[src/rtl/core/sram_pkg.sv]
// Package for the sensor running-average monitor: shared types, constants and codes.
// Used by every module in rtl/core; it depends on nothing else.
package sram_pkg;

  localparam int unsigned EntriesDefault = 16;
  localparam int unsigned WindowDefault  = 5;
  localparam int unsigned QueueDepth     = 2;

  typedef enum logic [1:0] {
    ActLoad   = 2'd0,
    ActSample = 2'd1,
    ActQuery  = 2'd2,
    ActNone   = 2'd3
  } action_e;

  typedef enum logic [1:0] {
    AlarmNone = 2'd0,
    AlarmHot  = 2'd1,
    AlarmCold = 2'd2
  } alarm_e;

  typedef enum logic [0:0] {
    StatusOk      = 1'b0,
    StatusUnknown = 1'b1
  } status_e;

  typedef enum logic [0:0] {
    CfgMaxTemp = 1'b0,
    CfgMinTemp = 1'b1
  } cfg_index_e;

  typedef struct packed {
    logic [1:0]         action;
    logic [3:0]         entry_index;
    logic [15:0]        probe_id;
    logic [15:0]        room_id;
    logic signed [15:0] sample_value;
    logic [31:0]        sample_time;
  } req_t;

  typedef struct packed {
    logic               status;
    logic [15:0]        room_out;
    logic signed [15:0] average;
    logic [1:0]         alarm;
    logic [31:0]        last_time;
  } rsp_t;

  typedef enum logic [2:0] {
    StIdle,
    StSearch,
    StDivide,
    StFinish,
    StOutput
  } exec_state_e;

endpackage

[src/rtl/core/sram_queue.sv]
// Short request queue between the front and the back part of the monitor.
// Depends on sram_pkg for the request type and the queue depth.
module sram_queue (
  input  logic          clk_i,
  input  logic          rst_ni,
  input  logic          push_i,
  input  sram_pkg::req_t data_i,
  output logic          full_o,
  input  logic          pop_i,
  output sram_pkg::req_t data_o,
  output logic          empty_o
);
  import sram_pkg::*;

  req_t       mem_q [QueueDepth];
  logic       wr_q, rd_q;
  logic [1:0] cnt_q;

  assign full_o  = (cnt_q == 2'(QueueDepth));
  assign empty_o = (cnt_q == 2'd0);
  assign data_o  = mem_q[rd_q];

  always_ff @(posedge clk_i) begin
    if (push_i && !full_o) begin
      mem_q[wr_q] <= data_i;
    end
  end

  always_ff @(posedge clk_i or negedge rst_ni) begin
    if (!rst_ni) begin
      wr_q  <= 1'b0;
      rd_q  <= 1'b0;
      cnt_q <= 2'd0;
    end else begin
      if (push_i && !full_o) wr_q <= ~wr_q;
      if (pop_i && !empty_o) rd_q <= ~rd_q;
      cnt_q <= cnt_q + 2'(push_i && !full_o) - 2'(pop_i && !empty_o);
    end
  end
endmodule

[src/rtl/core/sram_exec.sv]
// Back part of the monitor: table search, statistics update, divider and result register.
// Depends on sram_pkg for request, result and state types.
module sram_exec #(
  parameter int unsigned Entries = sram_pkg::EntriesDefault,
  parameter int unsigned Window  = sram_pkg::WindowDefault
) (
  input  logic               clk_i,
  input  logic               rst_ni,
  input  sram_pkg::req_t     req_i,
  input  logic               req_empty_i,
  output logic               req_pop_o,
  input  logic signed [15:0] max_temp_i,
  input  logic signed [15:0] min_temp_i,
  output sram_pkg::rsp_t     rsp_o,
  output logic               empty_o,
  input  logic               pop_i
);
  import sram_pkg::*;

  localparam int unsigned IdxW = (Entries > 1) ? $clog2(Entries) : 1;
  localparam int unsigned CntW = (Entries > 1) ? $clog2(Entries + 1) : 1;

  logic [Entries-1:0]  valid_q;
  logic [15:0]         sensor_q [Entries];
  logic [15:0]         room_q   [Entries];
  logic [2:0]          count_q  [Entries];
  logic signed [19:0]  sum_q    [Entries];
  logic signed [15:0]  avg_q    [Entries];
  logic [31:0]         time_q   [Entries];

  exec_state_e         state_q, state_d;
  req_t                cur_q;
  logic [CntW-1:0]     scan_q;
  logic [IdxW-1:0]     slot_q;
  rsp_t                out_q;
  logic                full_out_q;

  logic [19:0]         rem_q;
  logic [19:0]         quo_q;
  logic [2:0]          div_q;
  logic                neg_q;
  logic [4:0]          step_q;
  logic                win_q;
  logic signed [19:0]  newsum_q;

  logic [IdxW-1:0]     scan_idx;
  logic                hit;
  logic [20:0]         trial;
  logic signed [19:0]  quo_s;
  logic signed [15:0]  avg_new;
  logic [1:0]          alarm;
  rsp_t                search_rsp;
  rsp_t                finish_rsp;

  assign scan_idx  = scan_q[IdxW-1:0];
  assign hit       = valid_q[scan_idx] && (sensor_q[scan_idx] == cur_q.probe_id);
  assign trial     = {rem_q, quo_q[19]} - {18'd0, div_q};
  assign quo_s     = neg_q ? -$signed(quo_q) : $signed(quo_q);
  assign avg_new   = win_q ? 16'(avg_q[slot_q] + quo_s) : quo_s[15:0];
  assign rsp_o     = out_q;
  assign empty_o   = !full_out_q;
  assign req_pop_o = (state_q == StIdle) && !req_empty_i && !full_out_q;

  always_comb begin
    alarm = AlarmNone;
    if (win_q) begin
      if (avg_new > max_temp_i)      alarm = AlarmHot;
      else if (avg_new < min_temp_i) alarm = AlarmCold;
    end
  end

  always_comb begin
    search_rsp = '0;
    if (cur_q.action == ActLoad) begin
      search_rsp.room_out = cur_q.room_id;
    end else if (cur_q.action != ActNone) begin
      if (hit) begin
        search_rsp.room_out  = room_q[scan_idx];
        search_rsp.last_time = time_q[scan_idx];
        if (cur_q.action == ActQuery && count_q[scan_idx] >= 3'(Window)) begin
          search_rsp.average = avg_q[scan_idx];
        end
      end else if (scan_q == CntW'(Entries - 1)) begin
        search_rsp.status = StatusUnknown;
      end
    end
  end

  always_comb begin
    finish_rsp           = out_q;
    finish_rsp.average   = avg_new;
    finish_rsp.alarm     = alarm;
    finish_rsp.last_time = cur_q.sample_time;
  end

  always_comb begin
    state_d = state_q;
    unique case (state_q)
      StIdle:   if (req_pop_o) state_d = StSearch;
      StSearch: if (cur_q.action == ActLoad || cur_q.action == ActNone || hit ||
                    scan_q == CntW'(Entries - 1)) begin
        state_d = (hit && cur_q.action == ActSample) ? StDivide : StOutput;
      end
      StDivide: if (step_q == 5'd19) state_d = StFinish;
      StFinish: state_d = StOutput;
      StOutput: if (!full_out_q) state_d = StIdle;
      default:  state_d = StIdle;
    endcase
  end

  always_ff @(posedge clk_i or negedge rst_ni) begin
    if (!rst_ni) begin
      state_q    <= StIdle;
      valid_q    <= '0;
      full_out_q <= 1'b0;
      for (int i = 0; i < Entries; i++) begin
        count_q[i] <= 3'd0;
        sum_q[i]   <= '0;
        avg_q[i]   <= '0;
      end
    end else begin
      state_q <= state_d;
      if (pop_i && full_out_q) full_out_q <= 1'b0;
      if (state_q == StOutput && !full_out_q) full_out_q <= 1'b1;
      if (state_q == StSearch && cur_q.action == ActLoad &&
          32'(cur_q.entry_index) < Entries) begin
        valid_q[IdxW'(cur_q.entry_index)] <= 1'b1;
        count_q[IdxW'(cur_q.entry_index)] <= 3'd0;
        sum_q[IdxW'(cur_q.entry_index)]   <= '0;
        avg_q[IdxW'(cur_q.entry_index)]   <= '0;
      end
      if (state_q == StFinish) begin
        avg_q[slot_q] <= avg_new;
        if (!win_q) begin
          count_q[slot_q] <= count_q[slot_q] + 3'd1;
          sum_q[slot_q]   <= newsum_q;
        end
      end
    end
  end

  always_ff @(posedge clk_i) begin
    if (req_pop_o) begin
      cur_q  <= req_i;
      scan_q <= '0;
    end
    if (state_q == StSearch) begin
      scan_q <= scan_q + CntW'(1);
      slot_q <= scan_idx;
      out_q  <= search_rsp;
      if (cur_q.action == ActLoad && 32'(cur_q.entry_index) < Entries) begin
        sensor_q[IdxW'(cur_q.entry_index)] <= cur_q.probe_id;
        room_q[IdxW'(cur_q.entry_index)]   <= cur_q.room_id;
        time_q[IdxW'(cur_q.entry_index)]   <= '0;
      end
      if (hit && cur_q.action == ActSample) begin
        win_q  <= (count_q[scan_idx] >= 3'(Window));
        step_q <= '0;
        rem_q  <= '0;
        if (count_q[scan_idx] >= 3'(Window)) begin
          neg_q  <= (cur_q.sample_value < avg_q[scan_idx]);
          quo_q  <= (cur_q.sample_value < avg_q[scan_idx]) ?
                    20'(avg_q[scan_idx] - cur_q.sample_value) :
                    20'(cur_q.sample_value - avg_q[scan_idx]);
          div_q  <= 3'(Window);
        end else begin
          newsum_q <= sum_q[scan_idx] + 20'(cur_q.sample_value);
          neg_q    <= (sum_q[scan_idx] + 20'(cur_q.sample_value)) < 0;
          quo_q    <= ((sum_q[scan_idx] + 20'(cur_q.sample_value)) < 0) ?
                      20'(-(sum_q[scan_idx] + 20'(cur_q.sample_value))) :
                      20'(sum_q[scan_idx] + 20'(cur_q.sample_value));
          div_q    <= count_q[scan_idx] + 3'd1;
        end
      end
    end
    if (state_q == StDivide) begin
      step_q <= step_q + 5'd1;
      if (!trial[20]) begin
        rem_q <= trial[19:0];
        quo_q <= {quo_q[18:0], 1'b1};
      end else begin
        rem_q <= {rem_q[18:0], quo_q[19]};
        quo_q <= {quo_q[18:0], 1'b0};
      end
    end
    if (state_q == StFinish) begin
      time_q[slot_q] <= cur_q.sample_time;
      out_q          <= finish_rsp;
    end
  end
endmodule

[src/rtl/core/sensor_running_average_monitor_core.sv]
// Sensor running-average monitor, top level: request queue front, execution back, config.
// Loads and queries take the table search only; a sample also runs the divider.
// Throughput: one request at a time in the back part, which starts the next one only once
// the previous result has been taken; the table scan and the 20-step divider set its duration.
// Reset clears the table valid bits, statistics, queues and sets the thresholds to their extremes.
module sensor_running_average_monitor_core #(
  parameter int unsigned Entries = sram_pkg::EntriesDefault,
  parameter int unsigned Window  = sram_pkg::WindowDefault
) (
  input  logic           clk_i,
  input  logic           rst_ni,
  input  logic           push,
  output logic           full,
  input  sram_pkg::req_t req_i,
  output logic           empty,
  input  logic           pop,
  output sram_pkg::rsp_t rsp_o,
  input  logic           cfg_valid,
  output logic           cfg_ready,
  input  logic           cfg_index_i,
  input  logic [15:0]    cfg_data_i
);
  import sram_pkg::*;

  logic signed [15:0] max_temp_q, min_temp_q;
  req_t               q_data;
  logic               q_empty, q_pop;

  assign cfg_ready = 1'b1;

  always_ff @(posedge clk_i or negedge rst_ni) begin
    if (!rst_ni) begin
      max_temp_q <= 16'sh7fff;
      min_temp_q <= 16'sh8000;
    end else if (cfg_valid) begin
      unique case (cfg_index_e'(cfg_index_i))
        CfgMaxTemp: max_temp_q <= cfg_data_i;
        CfgMinTemp: min_temp_q <= cfg_data_i;
        default: ;
      endcase
    end
  end

  sram_queue u_queue (
    .clk_i, .rst_ni, .push_i(push), .data_i(req_i), .full_o(full),
    .pop_i(q_pop), .data_o(q_data), .empty_o(q_empty)
  );

  sram_exec #(.Entries(Entries), .Window(Window)) u_exec (
    .clk_i, .rst_ni, .req_i(q_data), .req_empty_i(q_empty), .req_pop_o(q_pop),
    .max_temp_i(max_temp_q), .min_temp_i(min_temp_q),
    .rsp_o, .empty_o(empty), .pop_i(pop)
  );
endmodule

[config.mk]
export PLATFORM = sky130hd
export DESIGN_NAME = sensor_running_average_monitor_core
export DESIGN_NICKNAME = d
export VERILOG_FILES = /design/src/rtl/core/sram_pkg.sv /design/src/rtl/core/sram_queue.sv /design/src/rtl/core/sram_exec.sv /design/src/rtl/core/sensor_running_average_monitor_core.sv
export SDC_FILE = /design/constraint.sdc
export NUM_CORES = 2
export LEC_CHECK = 0
export BUFFER_PORTS_ARGS = -buffer_cell sky130_fd_sc_hd__clkbuf_2
export CORE_MARGIN = 1
export CORE_UTILIZATION = 45
export DETAILED_ROUTE_END_ITERATION = 8
export SLEW_MARGIN = 0
export SYNTH_ARGS = -nofsm -noshare
export SYNTH_HDL_FRONTEND = slang
export SYNTH_SLANG_ARGS = --single-unit
[constraint.sdc]
create_clock -name clk_i -period 14.5 [get_ports clk_i]
set_clock_uncertainty 0.15 [all_clocks]
set_input_delay 0.725 -clock clk_i [delete_from_list [all_inputs] [get_ports clk_i]]
set_output_delay 0.725 -clock clk_i [all_outputs]
set_load 0.005 [all_outputs]
==> run_results.csv <==
group,metric,value,unit
sta,drv_slew,0,
floorplanning,core_area,0.200,mm^2
min_path,hold_path.class,"primary input to flop",
synth,ys_types,81,
cells_and_area,finalNetCount,5930,
synth,yosysTopAreaCellShare,47.2,%
run,drv_cap,0,
setup_path,critPathRequiredTime,15000,ps
power_and_ir_drop,finalPower,17300,uW
routing,vias,53226,
sta,finalSetupViolations,0,
global_route,antenna_found_initial,3,
setup_path,cp_max_fo,45,
synth,avgSynthCellArea,16.8,um^2
sta,fmax,138,MHz
synth,synth.cell_area,0.0909,mm^2
global_route,grt_pass1_vias,54176,
setup_path,reg2reg_from,"u_exec.slot_q[0]$_DFFE_PP_",
min_path,hold_end,"u_queue.wr_q$_DFFE_PN0P_",
power_and_ir_drop,p_leak,0.0375,uW
floorplanning,placementRows,164,
floorplanning,dieArea,0.204,mm^2
synth,ys.flop_type,"edfxtp_1",
power_and_ir_drop,power.density,167,mW/mm^2
floorplanning,initial_core_util,45.4,%
sta,relSlewSlack,15.1,%
power_and_ir_drop,vdd_drop_max,218,uV
floorplanning,ioPinCount,178,
sta,worst_slack,7250,ps
clock_network,clkTransAtPathRegs,60,ps
placement,dp.cells,8036,
sta,fin_crit_sh,50.0,%
clock_network,tritoncts,"yes",
routing,drt-wirelength-per-cell,30.3,um
clock_network,clkSinkCount,2112,
clock_network,clockRootBuffer,"clkbuf_16",
synth,yosysWarnings,0,
setup_path,worstSetupPathType,"flop to flop",
placement,dp_slack,7280,ps
routing,vias_per_cell,6.23,
setup_path,critPathArrivalTime,7750,ps
clock_network,cts_made_buffers,214,
synth,yosysTopAreaCell,"edfxtp_1",
synth,synth_cells,5408,
sta,hold_viol,0,
cells_and_area,area_growth,13.8,%
clock_network,clk_latency,930,ps
sta,fin_setup_tns,0,ps
synth,synthArstFlopShare,32.2,%
floorplanning,die_h,451,um
synth,synth_edf_count,1428,
global_route,grt_overflow,0,
sta,min_period,7250,ps
routing,first_pass_iters,6,
global_route,grt_pass1_wl,378,mm
placement,hpwl,144,mm
synth,seq_area_frac_synth,66.0,%
cells_and_area,post-route-util,51.7,%
global_route,grt_use_total,25.5,%
synth,ys_seq_elements,2112,
synth,synth_area_leaders,"edfxtp_1 47%, dfrtp_1 18%, mux4_2 15%",
placement,gp_congestion,0.895,
clock_network,htree_num_levels,4,
cells_and_area,stdcell_count,8537,
setup_path,rr_endpoint,"u_exec.rsp_o[33]$_SDFFCE_PN0P_",
synth,syn-num-nets,5638,
routing,wirelength,258,mm
cells_and_area,drive_gt1_share,26.0,%
min_path,holdPathStages,3,
floorplanning,die_width,451,um
placement,port_buffers,176,
setup_path,endpoint_kind,"flop",
routing,drtIter0Drc,5448,
routing,drc,0,
routing,ant_nets,0,
setup_path,startpoint_type,"flop",
setup_path,r2r_cells,22,
run_status,status,"finished, final reports clean",
setup_path,reg2reg_setup_slack,7250,ps
min_path,hold_path_startpoint,"push",
clock_network,cts_buffer_depth,3,
global_route,grt_max_degree,178,
sta,tightestPinTransition,1270,ps
sta,rsz0062_at_grt,"no",
==> worst max-delay path, cell delays in order, from the launching register on <==
cell and delay [ps]:
edfxtp_1 320, buf_4 620, buf_4 800, mux4_2 600, mux4_2 490, ha_1 210, inv_1 80, fa_1 190
nor2b_1 50, o21ai_0 190, nand2b_1 120, a31o_2 280, a31o_2 270, a21oi_1 190, o211ai_1 120, xor2_1 160
a21oi_2 670, inv_1 240, ha_1 370, nand4_1 70, nor4_1 270, nand4_1 180, a221oi_1 260
==> metal layers <==
layer  vias to the layer above  share of wire (%)  global-route usage (%)
li1                      22105                  -                       -
met1                     28278                 40                    34.8
met2                      2309                 48                    40.3
met3                       532                7.6                    4.90
met4                         2                4.2                    10.2
met5                         -              0.083                       0
==> how the worst max path moves through the flow <==
stage,from,endpoint,slack [ps]
2_1_floorplan,u_exec.full_out_q$_DFFE_PN0P_,u_exec.scan_q[0]$_DFFE_PN_,3830
3_3_place_gp,u_exec.slot_q[0]$_DFFE_PP_,u_exec.rsp_o[33]$_SDFFCE_PN0P_,7400
3_5_place_dp,u_exec.slot_q[0]$_DFFE_PP_,u_exec.rsp_o[33]$_SDFFCE_PN0P_,7280
4_1_cts,u_exec.slot_q[0]$_DFFE_PP_,u_exec.rsp_o[33]$_SDFFCE_PN0P_,7220
5_1_grt,u_exec.slot_q[0]$_DFFE_PP_,u_exec.rsp_o[33]$_SDFFCE_PN0P_,6630
6_report,u_exec.slot_q[0]$_DFFE_PP_,u_exec.rsp_o[33]$_SDFFCE_PN0P_,7250
==> logic make-up (layout without fill, tap and decap cells) <==
| family | count (synthesis) | in the layout | share of synthesized area (%) |
|---|---|---|---|
| muxes | 748 | 748 | 16.7 |
| DFF | 2112 | 2112 | 66.0 |
| buffers and inverters | 563 | 1035 | 2.37 |
| other | 1 | 2 | 0.00413 |
| adders and majority gates | 122 | 122 | 1.72 |
| xor gates and xnor gates | 108 | 108 | 1.06 |
| and+or+nand+nor | 743 | 743 | 3.91 |
| AOI/OAI and AO/OA | 1011 | 1011 | 8.25 |
==> area by class of cell <==
type,count,area (um^2)
multi-input cells,2733,28900
diodes,1,2.50
repair buffers,455,3320
well taps,2656,3320
fillers,16337,96800
clock buffers,273,5850
clock inverters,123,1300
flip-flops and latches,2112,60000
inverters,184,691
==> Yosys cell counts (12+ instances only) <==
cell type,instances
a211oi_1,17
a21o_1,25
a21oi_1,106
a22o_1,448
a31o_2,13
a31oi_1,15
a32o_1,16
and2_1,12
and3_1,42
buf_1,84
buf_2,21
clkbuf_1,271
dfrtp_1,664
dfstp_2,16
edfxtp_1,1428
ha_1,117
inv_1,183
mux2_2,106
mux2i_1,38
mux4_2,603
nand2_1,178
nand2b_1,29
nand3_1,163
nand4_1,15
nor2_1,185
nor2b_1,34
nor3_1,23
nor4_1,16
o21a_1,19
o21ai_0,185
o21ai_1,23
o21bai_1,39
o31ai_1,41
xnor2_1,56
xor2_1,50
==> layout by cell type (no fill, tap or decap), types with 32 or more instances in the layout <==
master         instances
edfxtp_1            1428
dfrtp_1              662
mux4_2               603
a22o_1               448
clkbuf_16            218
o21ai_0              184
nand2_1              177
clkbuf_2             175
buf_4                169
nand3_1              162
inv_1                151
nor2_1               150
ha_1                 117
mux2_2               106
a21oi_1              104
dlygate4sd3_1        104
xnor2_1               56
clkinv_2              52
xor2_1                50
o31ai_1               41
and3_1                41
o21bai_1              39
mux2i_1               37
clkbuf_1              36
nor2b_1               32
inv_2                 32
==> repair_timing <==
| item | in CTS | in global routing |
|---|---|---|
| hold buffers | 104 | 0 |
| setup buffers | 0 | 0 |
| endpoints found under the hold margin | 300 | 0 |
| gates resized for setup | 0 | 0 |
==> stage by stage <==
stage / hold WS, ps / instance area, um^2
after floorplan: 274 / 90900
after global placement: 296 / 95300
after detailed placement: 298 / 95300
after CTS: 47.9 / 103000
after global routing: 80.8 / 103000
final: 109 / 103000
==> report_power, final <==
group | internal, uW | switching, uW | total [uW]
Sequential | 7280 | 538 | 7820
Clock | 3160 | 2430 | 5580
Combinational | 1620 | 2270 | 3890
Total | 12100 | 5240 | 17300
==> flip-flops by register name (all words and copies together) (netlist names), 2 cells and up, named ones only <==
name,flops
u_queue.cnt_q,2
u_exec.slot_q,4
u_exec.sum_q,320
u_exec.sensor_q,256
u_exec.rem_q,20
min_temp_q,16
u_exec.avg_q,256
u_exec.rsp_o,67
u_exec.state_q,3
u_exec.room_q,256
u_exec.quo_q,20
u_exec.valid_q,16
u_exec.cur_q,86
u_exec.count_q,48
u_exec.div_q,3
u_exec.time_q,512
u_exec.step_q,5
u_exec.newsum_q,20
u_exec.scan_q,5
max_temp_q,16
u_queue.mem_q,172
(Power assumes the default switching activity.)
